File: config.mk
export PLATFORM = sky130hd
export DESIGN_NAME = console_adpcm_block_decoder
export DESIGN_NICKNAME = d
export VERILOG_FILES = /design/src/sv/cadpcm_pkg.sv /design/src/sv/cadpcm_step.sv /design/src/sv/console_adpcm_block_decoder.sv
export SDC_FILE = /design/constraint.sdc
export NUM_CORES = 1
export LEC_CHECK = 0
export ABC_AREA = 1
export BUFFER_PORTS_ARGS = -buffer_cell sky130_fd_sc_hd__buf_4
export CAP_MARGIN = 40
export CORE_ASPECT_RATIO = 0.8
export CORE_MARGIN = 4
export CORE_UTILIZATION = 51
export CTS_CLUSTER_SIZE = 10
export DETAILED_ROUTE_END_ITERATION = 6
export MAX_ROUTING_LAYER = met4
export PLACE_DENSITY = 0.69
export SLEW_MARGIN = 10
export SYNTH_ARGS = -nofsm -noshare
export SYNTH_HDL_FRONTEND = slang
export SYNTH_HIERARCHICAL = 1
export SYNTH_SLANG_ARGS = --single-unit
File: constraint.sdc
create_clock -name clk_i -period 12.6 [get_ports clk_i]
set_input_delay 0.63 -clock clk_i [delete_from_list [all_inputs] [get_ports clk_i]]
set_output_delay 0.63 -clock clk_i [all_outputs]
set_load 0.01 [all_outputs]
File: src/sv/cadpcm_pkg.sv
// Shared types, constants and coefficient tables for the block ADPCM decoder.
`default_nettype none

package cadpcm_pkg;

  localparam int HistW           = 40;
  localparam int DefHistFracBits = 16;
  localparam int CoefW           = 8;

  // Byte positions inside a 16-byte block
  localparam logic [3:0] PosHeader = 4'd0;
  localparam logic [3:0] PosFlags  = 4'd1;
  localparam logic [3:0] PosLast   = 4'd15;

  localparam logic [7:0] FlagEnd   = 8'd7;

  typedef enum logic {
    KindSample = 1'b0,
    KindEnd    = 1'b1
  } kind_e;

  typedef struct packed {
    logic [7:0] data_byte;
    logic       start_of_sample;
  } in_t;

  typedef struct packed {
    logic signed [15:0] pcm_sample;
    kind_e              result_kind;
    logic               loop_start_mark;
    logic               loop_end_mark;
    logic               release_mark;
    logic               last_of_run;
  } out_t;

  // Filter weights in 1/64 units; unused predictor codes act as zero
  function automatic logic signed [CoefW-1:0] coef_new(logic [2:0] p);
    logic signed [CoefW-1:0] c;
    case (p)
      3'd1:    c = 8'sd60;
      3'd2:    c = 8'sd115;
      3'd3:    c = 8'sd98;
      3'd4:    c = 8'sd122;
      default: c = 8'sd0;
    endcase
    return c;
  endfunction

  function automatic logic signed [CoefW-1:0] coef_old(logic [2:0] p);
    logic signed [CoefW-1:0] c;
    case (p)
      3'd2:    c = -8'sd52;
      3'd3:    c = -8'sd55;
      3'd4:    c = -8'sd60;
      default: c = 8'sd0;
    endcase
    return c;
  endfunction

endpackage

`default_nettype wire

File: src/sv/cadpcm_step.sv
// One nibble through the predictor: shift, multiply-add, saturate, round.
`default_nettype none

module cadpcm_step #(
  parameter int HistFracBits = cadpcm_pkg::DefHistFracBits
) (
  input  wire logic [3:0]                           nib_i,
  input  wire logic [3:0]                           shift_i,
  input  wire logic [2:0]                           pred_i,
  input  wire logic signed [cadpcm_pkg::HistW-1:0]  hist_new_i,
  input  wire logic signed [cadpcm_pkg::HistW-1:0]  hist_old_i,
  output logic signed [cadpcm_pkg::HistW-1:0]       hist_o,
  output logic signed [15:0]                        pcm_o
);

  localparam int HW   = cadpcm_pkg::HistW;
  localparam int SumW = HW + 10;
  localparam int RW   = HW + 1;

  localparam logic signed [SumW-1:0] HistMax = (SumW'(64'sd1) <<< (HW - 1)) - SumW'(64'sd1);
  localparam logic signed [SumW-1:0] HistMin = ~HistMax;
  localparam logic signed [RW-1:0]   RndHalf = RW'(64'sd1) <<< (HistFracBits - 1);
  localparam logic signed [RW-1:0]   NegHalf = -RndHalf;
  // bias that rounds by one half and then truncates toward zero for negatives
  localparam logic signed [RW-1:0]   NegBias = RndHalf + (RW'(64'sd1) <<< HistFracBits)
                                               - RW'(64'sd1);
  localparam logic signed [RW-1:0]   PcmMax  = RW'(64'sd32767);
  localparam logic signed [RW-1:0]   PcmMin  = RW'(-64'sd32768);

  logic signed [15:0]       nib_ext;
  logic signed [15:0]       delta;
  logic signed [SumW-1:0]   prod_new;
  logic signed [SumW-1:0]   prod_old;
  logic signed [SumW-1:0]   acc;
  logic signed [RW-1:0]     hist_ext;
  logic signed [RW-1:0]     rsum;
  logic signed [RW-1:0]     q;

  assign nib_ext  = {nib_i, 12'b0};
  assign delta    = nib_ext >>> shift_i;

  assign prod_new = SumW'(cadpcm_pkg::coef_new(pred_i)) * SumW'(hist_new_i);
  assign prod_old = SumW'(cadpcm_pkg::coef_old(pred_i)) * SumW'(hist_old_i);
  assign acc      = (SumW'(delta) <<< HistFracBits) + ((prod_new + prod_old) >>> 6);

  always_comb begin
    if (acc > HistMax) begin
      hist_o = HistMax[HW-1:0];
    end else if (acc < HistMin) begin
      hist_o = HistMin[HW-1:0];
    end else begin
      hist_o = acc[HW-1:0];
    end
  end

  assign hist_ext = RW'(hist_o);
  assign rsum     = hist_ext + ((hist_ext < NegHalf) ? NegBias : RndHalf);
  assign q        = rsum >>> HistFracBits;

  always_comb begin
    if (q > PcmMax) begin
      pcm_o = PcmMax[15:0];
    end else if (q < PcmMin) begin
      pcm_o = PcmMin[15:0];
    end else begin
      pcm_o = q[15:0];
    end
  end

endmodule

`default_nettype wire

File: src/sv/console_adpcm_block_decoder.sv
// Top level of the block ADPCM decoder: block parsing, nibble sequencing, output register.
//
//   channel | direction | handshake                | beat payload
//   --------+-----------+--------------------------+------------------------------
//   in      | input     | in_valid_i / in_ready_o  | cadpcm_pkg::in_t  (one byte)
//   out     | output    | out_valid_o / out_ready_i| cadpcm_pkg::out_t (one sample)
//
// A data byte's two nibbles go one per cycle, while the output is not stalled,
// through the single predictor multiply-add in cadpcm_step. Header, leading-block,
// ignored and non-end flag bytes do not enter the nibble sequencer; a new byte is
// accepted in the cycle the previous one finishes. A data byte is registered in the
// nibble sequencer, each of its results then in the output register, low nibble first.
// Reset clears all control state and the history; no clearing pass is needed.
// A stalled output holds the nibble sequencer, which then holds the input.
`default_nettype none

module console_adpcm_block_decoder #(
  parameter int HistFracBits = cadpcm_pkg::DefHistFracBits
) (
  input  wire logic             clk_i,
  input  wire logic             rst_ni,
  input  wire logic             in_valid_i,
  output logic                  in_ready_o,
  input  wire cadpcm_pkg::in_t  in_data_i,
  output logic                  out_valid_o,
  input  wire logic             out_ready_i,
  output cadpcm_pkg::out_t      out_data_o
);

  localparam int HW = cadpcm_pkg::HistW;

  // block parser state
  logic [3:0]            pos_q, pos_d;
  logic                  lead_q, lead_d;
  logic                  stopped_q, stopped_d;
  logic [3:0]            shift_q, shift_d;
  logic [2:0]            pred_q, pred_d;
  logic [2:0]            flags_q, flags_d;
  logic signed [HW-1:0]  hist_new_q, hist_new_d;
  logic signed [HW-1:0]  hist_old_q, hist_old_d;

  // nibble sequencer
  logic                  wrk_valid_q, wrk_valid_d;
  logic                  wrk_end_q, wrk_end_d;
  logic                  wrk_phase_q, wrk_phase_d;
  logic [7:0]            wrk_byte_q, wrk_byte_d;

  logic                  out_valid_q, out_valid_d;
  cadpcm_pkg::out_t      out_q, out_d;

  logic                  in_fire;
  logic                  advance;
  logic                  done;
  logic                  start;
  logic [3:0]            eff_pos;
  logic                  eff_lead;
  logic                  eff_stop;
  logic [3:0]            nib;
  logic signed [HW-1:0]  step_hist;
  logic signed [15:0]    step_pcm;

  assign advance    = wrk_valid_q && (!out_valid_q || out_ready_i);
  assign done       = advance && (wrk_end_q || wrk_phase_q);
  assign in_ready_o = !wrk_valid_q || done;
  assign in_fire    = in_valid_i && in_ready_o;

  assign start    = in_data_i.start_of_sample;
  assign eff_pos  = start ? cadpcm_pkg::PosHeader : pos_q;
  assign eff_lead = start || lead_q;
  assign eff_stop = !start && stopped_q;

  assign nib = wrk_phase_q ? wrk_byte_q[7:4] : wrk_byte_q[3:0];

  cadpcm_step #(
    .HistFracBits (HistFracBits)
  ) u_step (
    .nib_i      (nib),
    .shift_i    (shift_q),
    .pred_i     (pred_q),
    .hist_new_i (hist_new_q),
    .hist_old_i (hist_old_q),
    .hist_o     (step_hist),
    .pcm_o      (step_pcm)
  );

  always_comb begin
    pos_d       = pos_q;
    lead_d      = lead_q;
    stopped_d   = stopped_q;
    shift_d     = shift_q;
    pred_d      = pred_q;
    flags_d     = flags_q;
    hist_new_d  = hist_new_q;
    hist_old_d  = hist_old_q;
    wrk_valid_d = wrk_valid_q;
    wrk_end_d   = wrk_end_q;
    wrk_phase_d = wrk_phase_q;
    wrk_byte_d  = wrk_byte_q;

    // the nibble in flight uses the history before any start mark clears it
    if (advance && !wrk_end_q) begin
      hist_old_d = hist_new_q;
      hist_new_d = step_hist;
    end
    if (done) begin
      wrk_valid_d = 1'b0;
    end else if (advance) begin
      wrk_phase_d = 1'b1;
    end

    if (in_fire) begin
      if (start) begin
        pos_d      = cadpcm_pkg::PosHeader;
        lead_d     = 1'b1;
        stopped_d  = 1'b0;
        hist_new_d = '0;
        hist_old_d = '0;
      end
      if (!eff_stop) begin
        pos_d = eff_pos + 4'd1;
        if (eff_lead) begin
          if (eff_pos == cadpcm_pkg::PosLast) begin
            lead_d = 1'b0;
          end
        end else if (eff_pos == cadpcm_pkg::PosHeader) begin
          shift_d = in_data_i.data_byte[3:0];
          pred_d  = (in_data_i.data_byte[7:4] <= 4'd4) ? in_data_i.data_byte[6:4] : 3'd0;
        end else if (eff_pos == cadpcm_pkg::PosFlags) begin
          if (in_data_i.data_byte == cadpcm_pkg::FlagEnd) begin
            stopped_d   = 1'b1;
            pos_d       = cadpcm_pkg::PosHeader;
            wrk_valid_d = 1'b1;
            wrk_end_d   = 1'b1;
            wrk_phase_d = 1'b0;
          end else begin
            flags_d = in_data_i.data_byte[2:0];
          end
        end else begin
          wrk_valid_d = 1'b1;
          wrk_end_d   = 1'b0;
          wrk_phase_d = 1'b0;
          wrk_byte_d  = in_data_i.data_byte;
        end
      end
    end
  end

  always_comb begin
    out_valid_d = out_valid_q;
    out_d       = out_q;
    if (advance) begin
      out_valid_d = 1'b1;
      if (wrk_end_q) begin
        out_d.pcm_sample      = '0;
        out_d.result_kind     = cadpcm_pkg::KindEnd;
        out_d.loop_start_mark = 1'b0;
        out_d.loop_end_mark   = 1'b0;
        out_d.release_mark    = 1'b0;
        out_d.last_of_run     = 1'b1;
      end else begin
        out_d.pcm_sample      = step_pcm;
        out_d.result_kind     = cadpcm_pkg::KindSample;
        out_d.loop_start_mark = flags_q[2];
        out_d.loop_end_mark   = flags_q[0];
        out_d.release_mark    = flags_q[0] && !flags_q[1];
        out_d.last_of_run     = wrk_phase_q;
      end
    end else if (out_ready_i) begin
      out_valid_d = 1'b0;
    end
  end

  always_ff @(posedge clk_i or negedge rst_ni) begin
    if (!rst_ni) begin
      pos_q       <= cadpcm_pkg::PosHeader;
      lead_q      <= 1'b1;
      stopped_q   <= 1'b0;
      shift_q     <= '0;
      pred_q      <= '0;
      flags_q     <= '0;
      hist_new_q  <= '0;
      hist_old_q  <= '0;
      wrk_valid_q <= 1'b0;
      wrk_end_q   <= 1'b0;
      wrk_phase_q <= 1'b0;
      out_valid_q <= 1'b0;
    end else begin
      pos_q       <= pos_d;
      lead_q      <= lead_d;
      stopped_q   <= stopped_d;
      shift_q     <= shift_d;
      pred_q      <= pred_d;
      flags_q     <= flags_d;
      hist_new_q  <= hist_new_d;
      hist_old_q  <= hist_old_d;
      wrk_valid_q <= wrk_valid_d;
      wrk_end_q   <= wrk_end_d;
      wrk_phase_q <= wrk_phase_d;
      out_valid_q <= out_valid_d;
    end
  end

  // payload registers
  always_ff @(posedge clk_i) begin
    wrk_byte_q <= wrk_byte_d;
    out_q      <= out_d;
  end

  assign out_valid_o = out_valid_q;
  assign out_data_o  = out_q;

endmodule

`default_nettype wire

==> flow_summary.yaml, run 1 <==
clock_tree:
  cts_tree: "yes"
  clkTransAtPathRegs_ns: 0.08
  cts_buffer_depth: 2
  clkSinkCount: 129
  numCtsBuffers: 17
  htreeDepth: 4
  cts_root_buf: "clkbuf_16"
  clkLatencyLatePin_ns: 0.45
  holdBufCountCts: 0
logic_synthesis:
  synth-seq-cells: 129
  yosysWarnings: 6
  synth_edf_count: 29
  netlist-cell-type-count: 53
  syn_nets: 4223
  synth.avg_cell_area_sq_um: 7.630
  ys_seq_area_frac: 0.1258
  synthCells: 3516
  async_flop_share: 0.7752
  ys.flop_type: "dfrtp_1"
  netlist_area_sq_um: 26830
power:
  p_comb_frac: 0.673
  seq_power_share: 0.147
  power.total_mw: 3.047
  p_switching_mw: 1.441
  switching_share: 0.4731
  clkPwrFrac: 0.180
  p_int_mw: 1.606
  p_per_area_nw_per_um2: 96.42
  peakVddDrop_mv: 0.08834
  p_leak_nw: 16.71
layout:
  final_common_cell: "inv_1"
  fill_cells: 4476
  seq_area_sq_um: 3376
  layout_common_cells: "inv_1 (875), nor2_1 (575), nand2_1 (500)"
  stdcell_area_sq_um: 31600
  antennaDiodeCount: 0
  multi_input_area_sq_um: 20670
  nets: 4485
  stdcell_count: 4475
  area_delta_synth_final_pct: 17.80
  drive_above_1_share: 0.1667
setup_path:
  crit_type: "flop to flop"
  r2r_setup_slack_ns: 0.40
  critPathCaptureType: "flop"
  cp_max_fo: 16
  startpoint_type: "flop"
  cp_common_cell: "nand2_1"
  max_stage_delay_ns: 0.56
  critPathSlowestCell: "fa_1"
  reg2reg_depth: 78
  cp.required_ns: 12.89
  arrival_ns: 12.49
drt:
  routed_wl_mm: 76.70
  wl_per_cell_microns: 17.14
  detail-route-antenna-nets: 0
  drc: 0
  vias: 23110
  dr.pass1.iters: 6
  vias_per_cell: 5.164
  drt-initial-drc-count: 2072
placed_design:
  io_buffer_count: 35
  place_ws_ns: -0.3153
  dp.cells: 4400
  routabilityCongestion: 1.013
  place_area_sq_um: 29450
  dp_hpwl_mm: 62.38
flow_run:
  drv_cap: 0
grt:
  use_met3: 0.08399
  met1_usage: 0.4226
  top_usage_layer: "met1"
  grt_usage: 0.2780
  grt_pass1_wl_mm: 119.7
  globalRouteMet2Util: 0.3736
  antenna_found_initial: 0
  overflow: 0
  grt_max_degree: 97
  grt_pass1_vias: 22260
sta:
  finalCritPeriodShare: 0.9684
  slew_violations: 0
  slew_headroom: 0.3851
  min_period_ns: 12.20
  clock_skew_ns: 0.01572
  timing.fmax_mhz: 81.95
  worst_pin_slew_ns: 0.9224
  fin_ws_ns: 0.3975
  hold_viol: 0
  setup_violations: 0
die:
  ios: 36
  die_x_microns: 264.4
  num_rows: 74
  die_h_microns: 213.1
  dieArea_sq_um: 56360
  core_area_sq_um: 51570
  start_util: 0.5202
status:
  status: "finished clean"
min_path:
  hold_class: "input port to async pin"
==> metrics by stage <==
step / util / hold slack (ns) / TNS, ns
2_1_floorplan: - / 0.3344 / 0
3_3_place_gp: 0.5699 / 0.4622 / -1.570
3_5_place_dp: 0.5710 / 0.4623 / -4.586
4_1_cts: 0.5845 / 0.1699 / 0
5_1_grt: 0.6128 / 0.1951 / -3.410
6_report: 0.6128 / 0.1633 / 0
==> what timing repair did <==
item	in CTS	in global routing
setup endpoints to repair	15	16
cloned	0	9
pin swaps	1	128
setup buffers	1	35
resized for setup	14	258
==> final timing paths <==
| check | endpoint | start |
|---|---|---|
| max | out_data_o[15]$_SDFFCE_PP0P_ | pred_q[1]$_DFFE_PN0P_ |
| min | hist_old_q[24]$_DFF_PN0_ | rst_ni |
| max reg2reg | out_data_o[15]$_SDFFCE_PP0P_ | pred_q[1]$_DFFE_PN0P_ |
| min reg2reg | flags_q[2]$_DFFE_PN0P_ | flags_q[2]$_DFFE_PN0P_ |
| max in group asynchronous | pred_q[2]$_DFFE_PN0P_ | rst_ni |
| min in group clk_i | wrk_byte_q[6]$_DFFE_PP_ | in_data_i[7] |
==> critical path, delay by kind of cell, from the launching register on <==
kind	cells	cell delay (ns)
adder cells (fa/ha/maj)	9	4.03
AND/OR/NAND/NOR	33	2.73
buffers and inverters	22	2.65
AO/OA/AOI/OAI	13	2.09
flip-flops	1	0.38
XOR/XNOR	1	0.15
==> power by group through the flow <==
stage / Clock (mW) / Sequential, mW / Combinational [mW]
global route: 0.570 / 0.450 / 2.23
detailed placement: 0 / 0.457 / 1.73
floorplan: 0 / 0.454 / 0.988
finish: 0.547 / 0.449 / 2.05
global placement: 0 / 0.457 / 1.73
CTS: 0.551 / 0.448 / 1.76
==> layout make-up <==
type	instances	area share
multi-input cells	2410	0.6542
well taps	684	0.02708
inverters	902	0.1073
repair buffers	318	0.08497
clock buffers	17	0.01346
clock inverters	15	0.006176
flip-flops and latches	129	0.1068
==> cells by family (layout without fill, tap and decap cells) <==
kind of cell    after synthesis  after routing  share of synthesized area
simple gates               1328           1332                     0.2016
buf+inv                     981           1252                     0.1426
fa+ha+maj                   694            694                     0.4418
compound gates              301            301                    0.06101
flops                       129            129                     0.1258
xor+xnor                     82             82                    0.02677
mux                           1              1                  0.0003731
==> sequential cells by signal, summed over array words and instances (netlist names), 3 cells and up <==
signal	cells
hist_new_q	40
flags_q	3
pred_q	3
pos_q	4
hist_old_q	40
wrk_byte_q	8
shift_q	4
out_data_o	21
==> Yosys cell counts (3+ instances only) <==
cell type / count / area [sq um]
nand3_2: 5 / 50.05
and2_1: 4 / 25.02
buf_4: 7 / 52.55
nand3_1: 63 / 315.3
nor3_1: 12 / 60.06
o21bai_1: 8 / 60.06
nand2_4: 8 / 90.09
fa_1: 422 / 8448
inv_2: 9 / 33.78
xnor2_1: 30 / 262.8
clkbuf_1: 50 / 187.7
o211ai_1: 3 / 22.52
nand4_1: 19 / 118.9
a31oi_1: 6 / 37.54
ha_1: 272 / 3403
nand2_1: 538 / 2019
buf_2: 4 / 20.02
a21o_1: 3 / 22.52
buf_1: 3 / 11.26
nor3_2: 3 / 30.03
o21ai_1: 54 / 270.3
inv_1: 891 / 3344
a21oi_1: 100 / 500.5
o21a_1: 9 / 67.56
nand2_2: 31 / 193.9
dfrtp_1: 99 / 2477
o21ai_0: 102 / 510.5
buf_6: 15 / 168.9
edfxtp_1: 29 / 870.8
xor2_1: 52 / 455.4
nor2_2: 10 / 62.56
nor2_1: 625 / 2346
==> routing by layer <==
layer / routed length, microns / up-vias / share of wire
met1: 35710 / 11120 / 0.47
met2: 31590 / 955 / 0.41
met5: 0 / - / 0
met3: 8344 / 91 / 0.11
li1: - / 10940 / -
met4: 1048 / 0 / 0.014
Power figures use the tool's default switching activity.
==> run 2: changes to the inputs <==
--- a/config.mk
+++ b/config.mk
@@ -6,15 +6,15 @@
 export NUM_CORES = 1
 export LEC_CHECK = 0
 export ABC_AREA = 1
+export ABC_CLOCK_PERIOD_IN_PS = 12600
 export BUFFER_PORTS_ARGS = -buffer_cell sky130_fd_sc_hd__buf_4
 export CAP_MARGIN = 40
 export CORE_ASPECT_RATIO = 0.8
 export CORE_MARGIN = 4
 export CORE_UTILIZATION = 51
-export CTS_CLUSTER_SIZE = 10
 export DETAILED_ROUTE_END_ITERATION = 6
 export MAX_ROUTING_LAYER = met4
-export PLACE_DENSITY = 0.69
+export PLACE_DENSITY_LB_ADDON = 0.1
 export SLEW_MARGIN = 10
 export SYNTH_ARGS = -nofsm -noshare
 export SYNTH_HDL_FRONTEND = slang
==> flow_summary.yaml, run 2 (synthesis gave the netlist of run 1 again) <==
clock_tree:
  numCtsBuffers: 17
  htreeDepth: 4
  clkSinkCount: 129
  clkTransAtPathRegs_ns: 0.06
  cts_root_buf: "clkbuf_16"
  cts_tree: "yes"
  cts_buffer_depth: 2
  clkLatencyLatePin_ns: 0.47
drt:
  vias: 23420
  routed_wl_mm: 84.14
  dr.pass1.iters: 6
  detail-route-antenna-nets: 0
  drc: 0
  wl_per_cell_microns: 18.55
  vias_per_cell: 5.162
  drt-initial-drc-count: 1986
setup_path:
  critPathSlowestCell: "fa_1"
  crit_type: "flop to flop"
  crit_cells: 79
  critPathBufInv: 22
  cp.required_ns: 12.78
  crit_family: "adder cells"
  critPathCaptureType: "flop"
  max_stage_delay_ns: 0.55
  reg2reg_depth: 79
  startpoint_type: "flop"
  arrival_ns: 12.50
  cp_max_fo: 8
min_path:
  hold_class: "input port to async pin"
power:
  p_comb_frac: 0.696
  switching_share: 0.4697
  p_switching_mw: 1.533
  clkPwrFrac: 0.166
  seq_power_share: 0.138
  p_per_area_nw_per_um2: 100.7
  peakVddDrop_mv: 0.1001
  p_leak_nw: 17.17
  p_int_mw: 1.731
layout:
  fill_cells: 4673
  area_delta_synth_final_pct: 20.83
  final_common_cell: "inv_1"
  final_util: 0.6285
  antennaDiodeCount: 0
  stdcell_area_sq_um: 32410
  nets: 4546
  drive_above_1_share: 0.1887
  multi_input_area_sq_um: 20970
  seq_area_sq_um: 3374
  layout_common_cells: "inv_1 (875), nor2_1 (569), nand2_1 (478)"
sta:
  slew_violations: 0
  setup_violations: 0
  hold_viol: 0
  min_period_ns: 12.32
  finalCritPeriodShare: 0.9779
  worst_pin_slew_ns: 1.131
  clock_skew_ns: 0.02082
  timing.fmax_mhz: 81.16
  rsz0062_at_grt: "true"
  slew_headroom: 0.2439
grt:
  grt_pass1_wl_mm: 131.0
  overflow: 0
  grt_max_degree: 89
  antenna_found_initial: 0
  grt_usage: 0.3091
  grt_pass1_vias: 23610
placed_design:
  io_buffer_count: 35
  routabilityCongestion: 0.9593
  place_area_sq_um: 29820
  dp_hpwl_mm: 69.31
die:
  die_h_microns: 213.1
  ios: 36
  num_rows: 74
  start_util: 0.5202
  core_area_sq_um: 51570
  dieArea_sq_um: 56360
  die_x_microns: 264.4
status:
  status: "finished clean"
flow_run:
  drv_cap: 0
[run 2: cell types whose count changed in the layout (fill, tap and decap cells not counted), moves of 5 or more]
cell / before / now
nand2_1: 500 / 478
buf_4: 292 / 346
nor2_1: 575 / 569
nand3_1: 61 / 52
nand2_4: 9 / 24
clkinv_8: 5 / 0
nand3_2: 7 / 16
[run 2: what timing repair did]
action	CTS	global route
endpoints found under the hold margin	0	0
cloned	6	5
pin swaps	16	144
buffers inserted	8	35
hold buffers	0	0
setup endpoints to repair	16	16
resized for setup	47	291
[run 2: power groups by stage]
stage	Combinational (mW)	Sequential, mW	Clock (mW)
after global placement	1.79	0.459	0
after detailed placement	1.80	0.459	0
final	2.27	0.452	0.540
after global routing	2.45	0.453	0.569
after floorplan	0.988	0.454	0
after CTS	1.88	0.451	0.548
[run 2: per-stage QoR]
| stage | worst slack [ns] | power (mW) | hold slack (ns) | instances | TNS (ns) |
|---|---|---|---|---|---|
| floorplan | 0.4503 | 1.442 | 0.3344 | 3516 | 0 |
| global placement | -0.3214 | 2.251 | 0.4679 | 4450 | -4.630 |
| detailed placement | -0.5967 | 2.261 | 0.4737 | 4451 | -8.616 |
| CTS | 0.0009388 | 2.875 | 0.2681 | 4497 | 0 |
| global route | -0.3056 | 3.474 | 0.2893 | 4536 | -4.247 |
| finish | 0.2781 | 3.263 | 0.2310 | 4536 | 0 |
[run 2: per-layer routing]
layer | vias up | wire [microns] | global-route usage
li1 | 11070 | - | -
met1 | 11460 | 40830 | 0.4603
met2 | 825 | 33490 | 0.4116
met3 | 70 | 8719 | 0.1084
met4 | 0 | 1101 | 0.04880
met5 | - | 0 | -
[run 2: worst paths after layout]
kind	endpoint	slack, ns	startpoint
max in group asynchronous	hist_old_q[26]$_DFF_PN0_	11.13	rst_ni
worst max-delay path	out_data_o[8]$_SDFFCE_PP0P_	0.28	pred_q[2]$_DFFE_PN0P_
min in group clk_i	wrk_byte_q[3]$_DFFE_PP_	0.39	in_data_i[4]
worst min-delay path	stopped_q$_DFFE_PN0P_	0.23	rst_ni
worst max register to register	out_data_o[8]$_SDFFCE_PP0P_	0.28	pred_q[2]$_DFFE_PN0P_
worst min register to register	flags_q[2]$_DFFE_PN0P_	0.49	flags_q[2]$_DFFE_PN0P_
[run 2: area by class of cell]
cell class | instances | share of cell area
clock buffers | 21 | 0.01521
well taps | 684 | 0.02640
inverters | 902 | 0.1048
clock inverters | 11 | 0.003783
flip-flops and latches | 129 | 0.1041
multi-input cells | 2411 | 0.6469
repair buffers | 378 | 0.09875
